[config.mk]
export PLATFORM = sky130hd
export DESIGN_NAME = rfa_out_fifo
export DESIGN_NICKNAME = d
export VERILOG_FILES = /design/src/rtl/core/rfa_pkg.sv /design/src/rtl/core/rfa_out_fifo.sv
export SDC_FILE = /design/constraint.sdc
export NUM_CORES = 1
export LEC_CHECK = 0
export BUFFER_PORTS_ARGS = -buffer_cell sky130_fd_sc_hd__buf_4
export CAP_MARGIN = 20
export CORE_UTILIZATION = 49
export CTS_CLUSTER_SIZE = 8
export DETAILED_ROUTE_END_ITERATION = 10
export PLACE_DENSITY = 0.73
export SYNTH_ARGS = -nofsm -noshare
export SYNTH_HDL_FRONTEND = slang
export SYNTH_SLANG_ARGS = --single-unit
[constraint.sdc]
create_clock -name clk -period 1.8 [get_ports clk]
set_input_delay 0.18 -clock clk [delete_from_list [all_inputs] [get_ports clk]]
set_output_delay 0.18 -clock clk [all_outputs]
set_load 0.02 [all_outputs]
[src/rtl/core/rfa_pkg.sv]
// ----------------------------------------------------------------------------
// rfa_pkg
// Shared types and constants for the ring fork arbiter.
// ----------------------------------------------------------------------------
package rfa_pkg;

	localparam int SEAT_W     = 3;
	localparam int RING_W     = 4;
	localparam int APB_DATA_W = 32;
	localparam int APB_ADDR_W = 3;

	localparam logic [RING_W-1:0] RING_SIZE_RST = 4'd8;

	// register index, taken from paddr[2]
	localparam logic REG_RING_SIZE = 1'b0;

	// action codes
	localparam logic ACT_REQ = 1'b0;
	localparam logic ACT_REL = 1'b1;

	typedef enum logic [2:0] {
		PH_IDLE  = 3'b001,
		PH_WAIT  = 3'b010,
		PH_GRANT = 3'b100
	} phase_t;

	// per-cell strobes for the current step
	typedef struct packed {
		logic req;     // seat requests: goes waiting unless granted
		logic rel;     // seat releases: goes idle
		logic tryg;    // seat is tried for a grant
		logic set_lm;  // releaser: mark if left neighbor still waits
		logic set_rm;  // releaser: mark if right neighbor still waits
	} cell_ctl_t;

	// what a cell shows its neighbors
	typedef struct packed {
		phase_t phase;    // phase after this step's request/release
		logic   granted;  // granted in this step
		logic   stuck;    // tried and still waiting
	} nb_t;

	typedef struct packed {
		logic [SEAT_W-1:0] seat;
		logic              last;
	} grant_entry_t;

endpackage

[src/rtl/core/rfa_out_fifo.sv]
// ----------------------------------------------------------------------------
// rfa_out_fifo
// Four-entry grant queue; takes up to two entries per cycle, gives one.
// ----------------------------------------------------------------------------
module rfa_out_fifo (
	input  logic                   clk,
	input  logic                   arst_n,
	input  logic                   push0,
	input  rfa_pkg::grant_entry_t  entry0,
	input  logic                   push1,
	input  rfa_pkg::grant_entry_t  entry1,
	output logic                   rd_valid,
	input  logic                   rd_ready,
	output rfa_pkg::grant_entry_t  rd_entry,
	output logic                   room2
);

	localparam int DEPTH = 4;
	localparam int PW    = $clog2(DEPTH);
	localparam int CW    = $clog2(DEPTH + 1);

	rfa_pkg::grant_entry_t mem_q [DEPTH];
	logic [PW-1:0]         wr_ptr_q;
	logic [PW-1:0]         rd_ptr_q;
	logic [CW-1:0]         count_q;
	logic [CW-1:0]         n_push;
	logic                  pop;

	assign pop      = rd_valid && rd_ready;
	assign n_push   = CW'(push0) + CW'(push1);
	assign rd_valid = count_q != '0;
	assign rd_entry = mem_q[rd_ptr_q];
	assign room2    = count_q <= CW'(DEPTH - 2);

	always_ff @(posedge clk) begin
		if (push0) begin
			mem_q[wr_ptr_q] <= entry0;
		end
		if (push1) begin
			mem_q[wr_ptr_q + PW'(1)] <= entry1;
		end
	end

	always_ff @(posedge clk or negedge arst_n) begin
		if (!arst_n) begin
			wr_ptr_q <= '0;
			rd_ptr_q <= '0;
			count_q  <= '0;
		end else begin
			wr_ptr_q <= wr_ptr_q + PW'(n_push);
			if (pop) begin
				rd_ptr_q <= rd_ptr_q + PW'(1);
			end
			count_q <= count_q + n_push - CW'(pop);
		end
	end

endmodule

; Yosys cells after proc, flatten, opt, wreduce, memory -nomap -nowiden
; Memory sizes are Yosys's and may differ from the RTL's.
; Index checks and enable logic that the tools add are counted.
[totals]
reg_bits = 7
ramBits = 16
input_bits = 13
mem_count = 1
[classes]
add_sub_neg = 6
n_lt_le_gt_ge = 1
mux = 4
reduce_logical = 2
[memory_table]
columns = memory, words, word_bits, read_ports, rd_ports_with_merged_regs, wr, line_no
row1 = mem_q, 4, 4, 1, 0, 2, rfa_out_fifo.sv:22  ; rfa_pkg::grant_entry_t mem_q [DEPTH];
[op_table]
columns = cell, n
row1 = 2-bit by 1-bit adder with 2-bit output (second input constant), 2
row2 = 1-bit two-way mux, 4
row3 = 3-bit by 2-bit adder with 3-bit output, 1
row4 = 3-bit by 2-bit <= comparator with 1-bit output (second input constant), 1
row5 = 3-bit nonzero test, 1
row6 = 3-bit by 1-bit subtractor with 3-bit output, 1
row7 = 1-bit by 1-bit adder with 2-bit output, 1
row8 = 2-bit adder, 1
row9 = 1-bit logical AND, 1

; Depth between registers and ports, before layout
[depth]
word_depth = 3
ltp_mapped = 9

; Least setup slack after synthesis
; No wires, ideal clock.
[synth_timing]
path_type = reg2reg
from = register count_q[2]
to = register count_q[2]
setup_ns = 0.124
t_arrival_ns = 1.845
required_ns = 1.676
path_slack_ns = -0.168
path_stages_with_launch = 9
n_path_buf = 0
synth_period_minus_slack_ns = 1.968
path_cell_list = dfrtp_1 > o31a_1 > ha_1 > inv_1 > ha_1 > inv_1 > fa_1 > xor2_1 > xnor2_1
[synth_between]
elab_chain_cells = 3
[synth_rtl]
columns = element, line_no
row1 = from (decl), rfa_out_fifo.sv:25  ; logic [CW-1:0] count_q;
row2 = from (signal assigned), rfa_out_fifo.sv:54  ; count_q <= count_q + n_push - CW'(pop);
row3 = 3-bit nonzero test, rfa_out_fifo.sv:31  ; assign rd_valid = count_q != '0;
row4 = 1-bit logical AND, rfa_out_fifo.sv:29  ; assign pop = rd_valid && rd_ready;
row5 = net pop, rfa_out_fifo.sv:27  ; logic pop;
row6 = 3-bit by 1-bit subtractor with 3-bit output, rfa_out_fifo.sv:54
; The timed path passes the listed nets, and every way through them passes these cells.
; A chain may end at the register's enable or synchronous reset.

; Worst setup path in the final report
[layout_timing]
from = register count_q[0]
to = register count_q[2]
; The elaborated chain is that of the path after synthesis.

==> impl_metrics.tcl <==
set metrics [dict create \
    outcome "finished with violations" \
    violations "setup timing" \
    grt_remaining_overflow 0 \
    cts-root-buf "clkbuf_4" \
    synth_flop_cell "edfxtp_1" \
    period_share_pct 108 \
    drtIter0Drc 7 \
    synth_top_area_share_pct 39.9 \
    synth-seq-area-share_pct 54.4 \
    cts_max_path_buffers 2 \
    ys_seq_elements 23 \
    cts_tree "built" \
    initial_utilization_pct 53.4 \
    r2r_end "count_q[2]$_DFF_PN0_" \
    routabilityCongestion 0.771 \
    critPathArrivalTime_ns 2.14 \
    power_mw 2.31 \
    cts-htree-levels 1 \
    synth_top_area_cell "edfxtp_1" \
    io_buffers 18 \
    drive_gt1_share_pct 52.3 \
    core-area_sq_um 2250 \
    stdcell_count 135 \
    cellLeakagePower_nw 0.589 \
    rr_startpoint "count_q[0]$_DFF_PN0_" \
    hold_viol 0 \
    place_hpwl_mm 1.59 \
    power-per-cell-area_nw_per_um2 1570 \
    cts_inserted_buffers 3 \
    worst_ep_required_time_ns 2.00 \
    drc 0 \
    grt_pass1_vias 773 \
    syn_nets 97 \
    layout.nets 127 \
    worstRegToRegCells 8 \
    hold_path_end "mem_q[2][3]$_DFFE_PP_" \
    setup_violations 2 \
    syn-mean-instance-area_sq_um 15.4 \
    via_count 711 \
    max-slew-margin-rel_pct 69.8 \
    ant_nets 0 \
    synth_warnings 0 \
    path_max_fanout 2 \
    rsz0062_at_grt "true" \
    wl_per_cell_microns 15.6 \
    worst_slew_pin_slew_ns 0.451 \
    rrSetupSlack_ns -0.14 \
    fin_ws_ns -0.144 \
    grt_pass1_wl_mm 3.51 \
    min_path_cells 2 \
    fp-row-count 17 \
    grt_usage_pct 18.8 \
    die_h_microns 51.6 \
    path_clk_slew_ns 0.13 \
    min_from "entry1[3]" \
    max_cap_viol_count 0 \
    wirelength_mm 2.10 \
    hold_class "input port to register" \
    cts.sinks 23 \
    fmax_ghz 0.515 \
    area_growth_pct 22.1 \
    finalClockSkew_ns 0.00673 \
    ys_async_sr_fraction_pct 30.4 \
    start_kind "register" \
    synth_cell_types 22 \
    vdd_ir_drop_max_mv 1.03 \
    endpoint_kind "register" \
    maxSlewViolCount 0 \
    diodes 0 \
    die_area_sq_um 2660 \
    synth-edff-count 16 \
    clock_latency_ns 0.30 \
    grt_max_degree 13 \
    syn_area_sq_um 1200 \
    pin_count 19 \
    nFillCells 180 \
    critPathKind "register to register" \
    die_x_microns 51.6 \
    syn_inst 78 \
    antenna_found_initial 0 \
    fin_crit_ns 1.94 \
    dr.pass1.iters 4 \
    dp_cells 130 \
    ys_top_cells_by_count "edfxtp_1, mux2_2, dfrtp_1, inv_1, ha_1" \
    synth_top_cells_by_area "edfxtp_1, mux2_2, dfrtp_1, mux4_2, ha_1" \
    vias_per_cell 5.27 \
]
[sequential cells by signal (all words and copies together) (netlist names)]
| signal | count |
|---|---|
| count_q | 3 |
| wr_ptr_q | 2 |
| mem_q | 16 |
| rd_ptr_q | 2 |
[metal layers]
layer / wire length (microns) / global-route usage (%) / vias to the layer above
met5: 0 / 0 / -
met4: 31 / 7.66 / 0
met3: 60 / 2.63 / 4
met2: 1070 / 30.7 / 15
met1: 945 / 25.3 / 342
li1: - / - / 350
[logic make-up after synthesis]
family / share of synthesized area, %
DFF: 54.4
muxes: 23.3
buffers and inverters: 3.53
and+or+nand+nor: 4.88
xor gates and xnor gates: 4.36
adders and majority gates: 6.85
AOI/OAI and AO/OA: 2.70
[worst max-delay path by stage]
stage | depth (start not counted) | to | slack, ns | start
floorplan | 8 | count_q[2]$_DFF_PN0_ | -0.1 | count_q[0]$_DFF_PN0_
global placement | 8 | count_q[2]$_DFF_PN0_ | -0.07 | count_q[0]$_DFF_PN0_
detailed placement | 8 | count_q[2]$_DFF_PN0_ | -0.12 | count_q[0]$_DFF_PN0_
CTS | 8 | count_q[2]$_DFF_PN0_ | -0.14 | count_q[0]$_DFF_PN0_
global route | 8 | count_q[2]$_DFF_PN0_ | -0.24 | count_q[0]$_DFF_PN0_
finish | 8 | count_q[2]$_DFF_PN0_ | -0.14 | count_q[0]$_DFF_PN0_
[repair_timing]
action,4_1_cts,5_1_grt
hold endpoints to repair,7,0
pin swaps,0,0
setup endpoints to repair,3,2
gates resized for setup,1,5
buffers inserted,0,0
hold buffers,1,0
[cell usage in the layout (no fill, tap or decap)]
| cell | n |
|---|---|
| inv_1 | 4 |
| fa_2 | 1 |
| clkbuf_4 | 3 |
| xnor2_1 | 4 |
| nand3_1 | 1 |
| nor2_1 | 2 |
| mux2_2 | 16 |
| ha_4 | 1 |
| inv_2 | 3 |
| nor3b_4 | 1 |
| buf_4 | 26 |
| mux2i_1 | 1 |
| o31a_1 | 1 |
| dfrtp_1 | 6 |
| nand3b_1 | 2 |
| edfxtp_1 | 16 |
| o21ai_0 | 2 |
| nand2b_1 | 1 |
| ha_1 | 4 |
| or3_1 | 1 |
| a21oi_1 | 1 |
| dfrtp_2 | 1 |
| dlygate4sd3_1 | 1 |
| xor2_1 | 2 |
| o311ai_0 | 1 |
| clkbuf_1 | 1 |
| mux4_2 | 4 |
[layout make-up]
cell class / instances / area, sq um / area share [%]
timing repair buffer: 27 / 205 / 13.9
multi-input combinational: 46 / 522 / 35.5
inverter: 7 / 26.3 / 1.79
sequential: 23 / 657 / 44.6
clock buffer: 4 / 26.3 / 1.79
tap: 28 / 35.0 / 2.38
[worst max-delay path: stages, from the launching register on]
cell and delay [ns]:
dfrtp_1 0.41, o31a_1 0.33, ha_1 0.29, inv_2 0.07, ha_4 0.12, inv_2 0.03, fa_2 0.32, xor2_1 0.15
xnor2_1 0.12
[power breakdown]
part / switching (mW) / internal (mW) / leakage (nW)
sequential: 0.166 / 0.810 / 0.231
clock: 0.150 / 0.0862 / 0.0150
combinational: 0.507 / 0.591 / 0.343
[stage by stage]
stage                     util (%)  hold WS, ns  setup TNS (ns)  setup slack [ns]  instance area [sq um]
final                         65.3        0.191          -0.232            -0.144                   1470
after floorplan                  -       -0.116          -0.131           -0.0971                   1210
after global placement        63.0     -0.00359         -0.0736           -0.0656                   1420
after detailed placement      63.0     0.000698          -0.173            -0.117                   1420
after global routing          65.3        0.178          -0.393            -0.244                   1470
after CTS                     64.7        0.195          -0.228            -0.145                   1460
Note: power is estimated with default switching activity, not from simulation.
