**src/rtl/core/rfa_pkg.sv**
```systemverilog
// ----------------------------------------------------------------------------
// rfa_pkg
// Shared types and constants for the ring fork arbiter.
// ----------------------------------------------------------------------------
package rfa_pkg;

	localparam int SEAT_W     = 3;
	localparam int RING_W     = 4;
	localparam int APB_DATA_W = 32;
	localparam int APB_ADDR_W = 3;

	localparam logic [RING_W-1:0] RING_SIZE_RST = 4'd8;

	// register index, taken from paddr[2]
	localparam logic REG_RING_SIZE = 1'b0;

	// action codes
	localparam logic ACT_REQ = 1'b0;
	localparam logic ACT_REL = 1'b1;

	typedef enum logic [2:0] {
		PH_IDLE  = 3'b001,
		PH_WAIT  = 3'b010,
		PH_GRANT = 3'b100
	} phase_t;

	// per-cell strobes for the current step
	typedef struct packed {
		logic req;     // seat requests: goes waiting unless granted
		logic rel;     // seat releases: goes idle
		logic tryg;    // seat is tried for a grant
		logic set_lm;  // releaser: mark if left neighbor still waits
		logic set_rm;  // releaser: mark if right neighbor still waits
	} cell_ctl_t;

	// what a cell shows its neighbors
	typedef struct packed {
		phase_t phase;    // phase after this step's request/release
		logic   granted;  // granted in this step
		logic   stuck;    // tried and still waiting
	} nb_t;

	typedef struct packed {
		logic [SEAT_W-1:0] seat;
		logic              last;
	} grant_entry_t;

endpackage

```
**src/rtl/core/rfa_cell.sv**
```systemverilog
// ----------------------------------------------------------------------------
// rfa_cell
// One seat of the ring: phase and both starvation marks, with the grant
// test against the two neighboring cells.
// ----------------------------------------------------------------------------
module rfa_cell (
	input  logic              clk,
	input  logic              arst_n,
	input  logic              active,
	input  rfa_pkg::cell_ctl_t ctl,
	input  rfa_pkg::nb_t      left_nb,
	input  rfa_pkg::nb_t      right_nb,
	output rfa_pkg::nb_t      nb
);

	rfa_pkg::phase_t phase_q;
	rfa_pkg::phase_t eff_phase;
	logic            lm_q;
	logic            rm_q;
	logic            granted;

	always_comb begin
		if (ctl.rel) begin
			eff_phase = rfa_pkg::PH_IDLE;
		end else if (ctl.req && phase_q != rfa_pkg::PH_GRANT) begin
			eff_phase = rfa_pkg::PH_WAIT;
		end else begin
			eff_phase = phase_q;
		end
	end

	assign granted = ctl.tryg && eff_phase == rfa_pkg::PH_WAIT
		&& left_nb.phase != rfa_pkg::PH_GRANT && right_nb.phase != rfa_pkg::PH_GRANT
		&& !lm_q && !rm_q;

	assign nb.phase   = eff_phase;
	assign nb.granted = granted;
	assign nb.stuck   = ctl.tryg && eff_phase == rfa_pkg::PH_WAIT && !granted;

	always_ff @(posedge clk or negedge arst_n) begin
		if (!arst_n) begin
			phase_q <= rfa_pkg::PH_IDLE;
			lm_q    <= 1'b0;
			rm_q    <= 1'b0;
		end else if (active) begin
			phase_q <= granted ? rfa_pkg::PH_GRANT : eff_phase;
			if (left_nb.granted) begin
				lm_q <= 1'b0;
			end else if (ctl.set_lm && left_nb.stuck) begin
				lm_q <= 1'b1;
			end
			if (right_nb.granted) begin
				rm_q <= 1'b0;
			end else if (ctl.set_rm && right_nb.stuck) begin
				rm_q <= 1'b1;
			end
		end
	end

endmodule

```
**config.mk**
```make
export PLATFORM = sky130hd
export DESIGN_NAME = rfa_cell
export DESIGN_NICKNAME = d
export VERILOG_FILES = /design/src/rtl/core/rfa_pkg.sv /design/src/rtl/core/rfa_cell.sv
export SDC_FILE = /design/constraint.sdc
export NUM_CORES = 1
export LEC_CHECK = 0
export BUFFER_PORTS_ARGS = -buffer_cell sky130_fd_sc_hd__buf_2
export CAP_MARGIN = 20
export CORE_AREA = 2 2 39 41
export DETAILED_ROUTE_END_ITERATION = 8
export DIE_AREA = 0 0 41 43
export PLACE_DENSITY = 0.55
export SLEW_MARGIN = 10
export SYNTH_ARGS = -nofsm -noshare
export SYNTH_HDL_FRONTEND = slang
export SYNTH_SLANG_ARGS = --single-unit
```
**constraint.sdc**
```tcl
create_clock -name clk -period 1.55 [get_ports clk]
set_input_delay 0 -clock clk [delete_from_list [all_inputs] [get_ports clk]]
set_output_delay 0 -clock clk [all_outputs]
set_load 0.02 [all_outputs]
```
# Word level (Yosys, flattened, before mapping)
# Index checks and enable logic that the tools add are counted.
dict set report totals {
  regBits 5
  input_bits 18
  output_inout_bits 5
  wordCells 30
}
dict set report classes {
  n_eq_ne 4
  n_mux 7
  reduce_logical 16
}
# cell count
set ops {}
lappend ops {{$logic_and A1 B1 Y1} 9}
lappend ops {{$mux W3} 3}
lappend ops {{$ne A3 B3 Y1 const B} 3}
lappend ops {{$mux W1} 4}
lappend ops {{$reduce_and A2 Y1} 2}
lappend ops {{$reduce_bool A2 Y1} 2}
lappend ops {{$eq A3 B2 Y1 const B} 1}
lappend ops {{$logic_not A1 Y1} 3}

# Logic depth before layout (Yosys ltp)
dict set report depth {
  word_depth 12
  mapped_depth 5
  ltp_nobuf 4
}

# Least setup slack after synthesis
# Ideal clock, no wire load.
dict set report synth_path {
  path_type {reg-to-reg}
  start {reg phase_q[0]}
  end {reg phase_q[1]}
  setup_ps 66
  t_arrival_ps 1188
  required_ps 1484
  setup_slack_ps 296
  stages_incl_launch_ff 5
  path_buffers 0
  synth_period_minus_slack_ps 1254
  cell_sequence {dfstp_2 > nand2b_1 > a21oi_1 > nor2_1 > a31o_1}
}
# item line
set synth_lines {}
lappend synth_lines {{from (decl)} rfa_cell.sv:16} ;# rfa_pkg::phase_t phase_q;
lappend synth_lines {{from (signal assigned)} rfa_cell.sv:42} ;# phase_q <= rfa_pkg::PH_IDLE;
lappend synth_lines {{from (signal assigned)} rfa_cell.sv:46} ;# phase_q <= granted ? rfa_pkg::PH_GRANT : eff_phase;

==> results.md <==
Die:
- For this configuration, the core starts out at a cell density of 0.242.
- The horizontal die dimension is 41 microns.
- The die is 43 microns tall.
- The area of the die is roughly 0.0018 sq mm.
- In this run the standard cell core region covers 0.00138 sq mm.
- 23 I/O pins were placed.
- The floorplan has 14 rows.

Setup path:
- The worst setup path is launched from a flip-flop.
- The setup slack of the worst register-to-register path is 300 ps.
- The critical path class is reg -> out.
- Data on the critical path is required at its endpoint by 1550 ps.
- The worst setup path is captured at an output pin.
- The largest fanout on the critical path is 4.
- The startpoint identified for the worst register-to-register timing path is phase_q[0]$_DFFE_PN1P_.
- Counting cells, the worst reg-to-reg path comes to 4.
- STA puts the critical path data arrival time at 1390 ps.
- The endpoint identified for the worst register-to-register timing path is phase_q[1]$_DFFE_PN0P_.

STA:
- The count of endpoints failing hold in the final timing report is 0.
- The count of final max-slew check failures is 0.
- Setup repair after global routing left no endpoint under its margin.
- The setup violation total in the final timing report is 0.
- The final critical path time including I/O delays and setup is between 1000 and 1500 ps.
- For the final database, setup skew stands at approximately 0.14 ps.
- The final total negative setup slack is 0 ps.
- Across all hold checks on the routed design, the worst slack comes to 52.8 ps.
- The highest achievable clock rate is 718 MHz.
- Of the available clock period, the critical path in the final layout requires 0.899.
- The normalized max-slew margin is 0.791.
- At the pin with the least slew margin, the transition time is 314 ps.

Clock network:
- After clock tree synthesis, the clock-pin slew on the worst setup and hold paths is 40 ps.
- At the later pin of the worst-skew pair, clock insertion delay measures 230 ps.
- In this run the number of H-tree levels came out at 1.
- The number of buffers added by the clock tree synthesis step is 3.
- In this run the deepest clock path goes through 2 buffers.
- For this design, the sink count on the clock tree is 5.
- The number of gates resized after CTS is 0.
- The number of buffers added for setup after CTS is 0.
- The quantity of hold-fixing buffers added after cts is 3.
- TritonCTS built the clock tree.
- In this run the clock root is driven by a sky130_fd_sc_hd__clkbuf_4.

Worst hold path:
- For hold timing, the worst endpoint is rm_q$_DFFE_PN0P_.
- The startpoint of the tightest hold check path is right_nb[0].
- The worst hold path class is in -> reg.
- The number of instances on the worst hold path is 3.

Placement:
- Input and output buffers added on the ports amount to 22.
- The placement-stage cell area is 454 sq um.
- Once placement completed, the tool counted placed cells totaling 71.
- Routability-driven placement finished with a final weighted congestion of 0.641.
- Detailed placement finished with a half-perimeter wire length of 599 microns.

Route:
- The routed wire length is 731 microns.
- The detail route stage leaves a number of antenna-violating nets equal to 0.
- The routed wirelength normalized by instance count is between 9 and 10 microns.
- The average vias per placed instance is ~4.3.
- The first routing iteration left 3 violations.
- The count of unresolved DRC violations after routing is 0.
- The number of detailed-route iterations in the first pass is 4.
- The via count of the routed design is 337.

Layout:
- The non-filler instance count after layout is 78.
- The net count of the finished layout is 81.
- From synthesis to final layout, the design area changed by 52.2%.
- The antenna diode count is 0.
- The final standard cell area without fillers is about 510 sq um.
- The fraction of layout instances using a drive strength above 1 is 0.500.
- Counting the fill cells in the layout gives around 160.

Yosys:
- For this run, the register share of the synthesized area comes to 0.377.
- The post-synthesis cell type with the largest combined area is sky130_fd_sc_hd__dfrtp_1.
- The synthesized area per cell is 9.58 sq um.
- Of the post-synthesis cell area, the dominant cell type holds 0.299.
- The synthesized flop and latch total is 5.
- By area the synthesized netlist is led by sky130_fd_sc_hd__dfrtp_1 30%, sky130_fd_sc_hd__a2111oi_4 8.2%, sky130_fd_sc_hd__dfstp_2 7.8%, sky130_fd_sc_hd__nor2_1 6.7%, sky130_fd_sc_hd__a21oi_1 6.0%.
- The combined area of all synthesized cells is 335 sq um.
- Yosys mapped the design onto 19 distinct sky130hd cell types.
- For this run, the number of Yosys warnings is 0.
- After technology mapping, the gate count stands at 35.
- The net count after synthesis is 53.

GRT:
- The wire length of the first global-routing pass is 1.06 mm.
- For this run the aggregate overflow at the end of global routing stands at 0.
- For this run, the total global-route usage over all layers was measured as 0.0899.
- The initial antenna violation count is 0.
- The number of global-route vias before repair came to 265.
- The pin count of the biggest net entering global routing is 10.

Status:
- The run finished with clean final reports.

Pwr:
- The largest voltage drop on the vdd net is 337 uV.
- The static leakage power is 0.000261 uW.
- In this run the power density over the cells is 836 mW/mm^2.

Flow run:
- The number of max-cap violations is 0.
==> final cells by class <==
| class | instances | area [sq um] | share of cell area |
|---|---|---|---|
| Tap cell | 16 | 20.0 | 0.0392 |
| Clock buffer | 4 | 26.3 | 0.0515 |
| Inverter | 3 | 11.3 | 0.0221 |
| Multi-Input combinational cell | 25 | 186 | 0.365 |
| Timing Repair Buffer | 25 | 140 | 0.275 |
| Sequential cell | 5 | 126 | 0.248 |
==> placed cells by master (no fill, tap or decap) <==
master	instances
sky130_fd_sc_hd__a2111oi_4	1
sky130_fd_sc_hd__a21o_1	1
sky130_fd_sc_hd__a21oi_1	4
sky130_fd_sc_hd__a31o_1	1
sky130_fd_sc_hd__a31oi_1	3
sky130_fd_sc_hd__buf_2	22
sky130_fd_sc_hd__clkbuf_1	1
sky130_fd_sc_hd__clkbuf_4	3
sky130_fd_sc_hd__dfrtp_1	4
sky130_fd_sc_hd__dfstp_2	1
sky130_fd_sc_hd__dlygate4sd3_1	3
sky130_fd_sc_hd__inv_1	2
sky130_fd_sc_hd__inv_2	1
sky130_fd_sc_hd__mux2_2	1
sky130_fd_sc_hd__nand2b_1	2
sky130_fd_sc_hd__nor2_1	6
sky130_fd_sc_hd__nor2b_1	2
sky130_fd_sc_hd__nor3b_4	1
sky130_fd_sc_hd__o211ai_2	1
sky130_fd_sc_hd__o21ai_0	1
sky130_fd_sc_hd__or3b_1	1
==> how the worst max path moves through the flow <==
stage	from	cells after the start	end	slack, ps
2_1_floorplan	phase_q[0]$_DFFE_PN1P_	4	phase_q[1]$_DFFE_PN0P_	300
3_3_place_gp	phase_q[0]$_DFFE_PN1P_	4	phase_q[1]$_DFFE_PN0P_	300
3_5_place_dp	lm_q$_DFFE_PN0P_	3	phase_q[1]$_DFFE_PN0P_	310
4_1_cts	phase_q[1]$_DFFE_PN0P_	5	nb[4]	150
5_1_grt	phase_q[1]$_DFFE_PN0P_	5	nb[4]	40
6_report	phase_q[1]$_DFFE_PN0P_	5	nb[4]	160
==> worst max-delay path, cell delays in order (launching register included) <==
cell and delay [ps]:
sky130_fd_sc_hd__dfrtp_1 390, sky130_fd_sc_hd__nor2_1 110, sky130_fd_sc_hd__nor2_1 70, sky130_fd_sc_hd__or3b_1 380
sky130_fd_sc_hd__inv_1 60, sky130_fd_sc_hd__buf_2 150
==> cells by family (layout without fill, tap and decap cells) <==
kind of cell           after synthesis  after routing  share of synthesized area
and+or+nand+nor                     12             12                      0.224
AOI/OAI and AO/OA                   12             12                      0.299
DFF                                  5              5                      0.377
muxes                                1              1                     0.0336
buffers and inverters                5             32                     0.0672
==> sequential cells by signal (all words and copies together), names as in the netlist <==
signal and count:
rm_q 1, lm_q 1, phase_q 3
==> cells in the mapped netlist, drive strengths merged <==
master   count
nor2         6
a21oi        4
dfrtp        4
a31oi        3
inv          3
nand2b       2
nor2b        2
a2111oi      1
a21o         1
a31o         1
buf          1
clkbuf       1
dfstp        1
mux2         1
nor3b        1
o211ai       1
o21ai        1
or3b         1
==> power by group <==
group	total, uW	switching (uW)	internal (uW)	leakage (uW)
Clock	145	47.9	97.0	0.0000150
Sequential	166	16.7	150	0.0000612
Combinational	116	55.9	59.7	0.000185
Total	427	121	306	0.000261
==> per-stage QoR <==
stage,utilization,setup slack (ps),power (uW)
after detailed placement,0.328,306,279
final,0.369,157,427
after CTS,0.369,147,437
after floorplan,-,296,235
after global placement,0.328,300,278
after global routing,0.369,36.6,463
==> metal layers <==
metal	GRT usage	vias up	part of all wire
met5	0	-	0
met4	0.0600	0	0
met3	0.0314	0	0.13
met2	0.128	18	0.43
met1	0.108	142	0.44
li1	-	177	-
(Power assumes the default switching activity.)
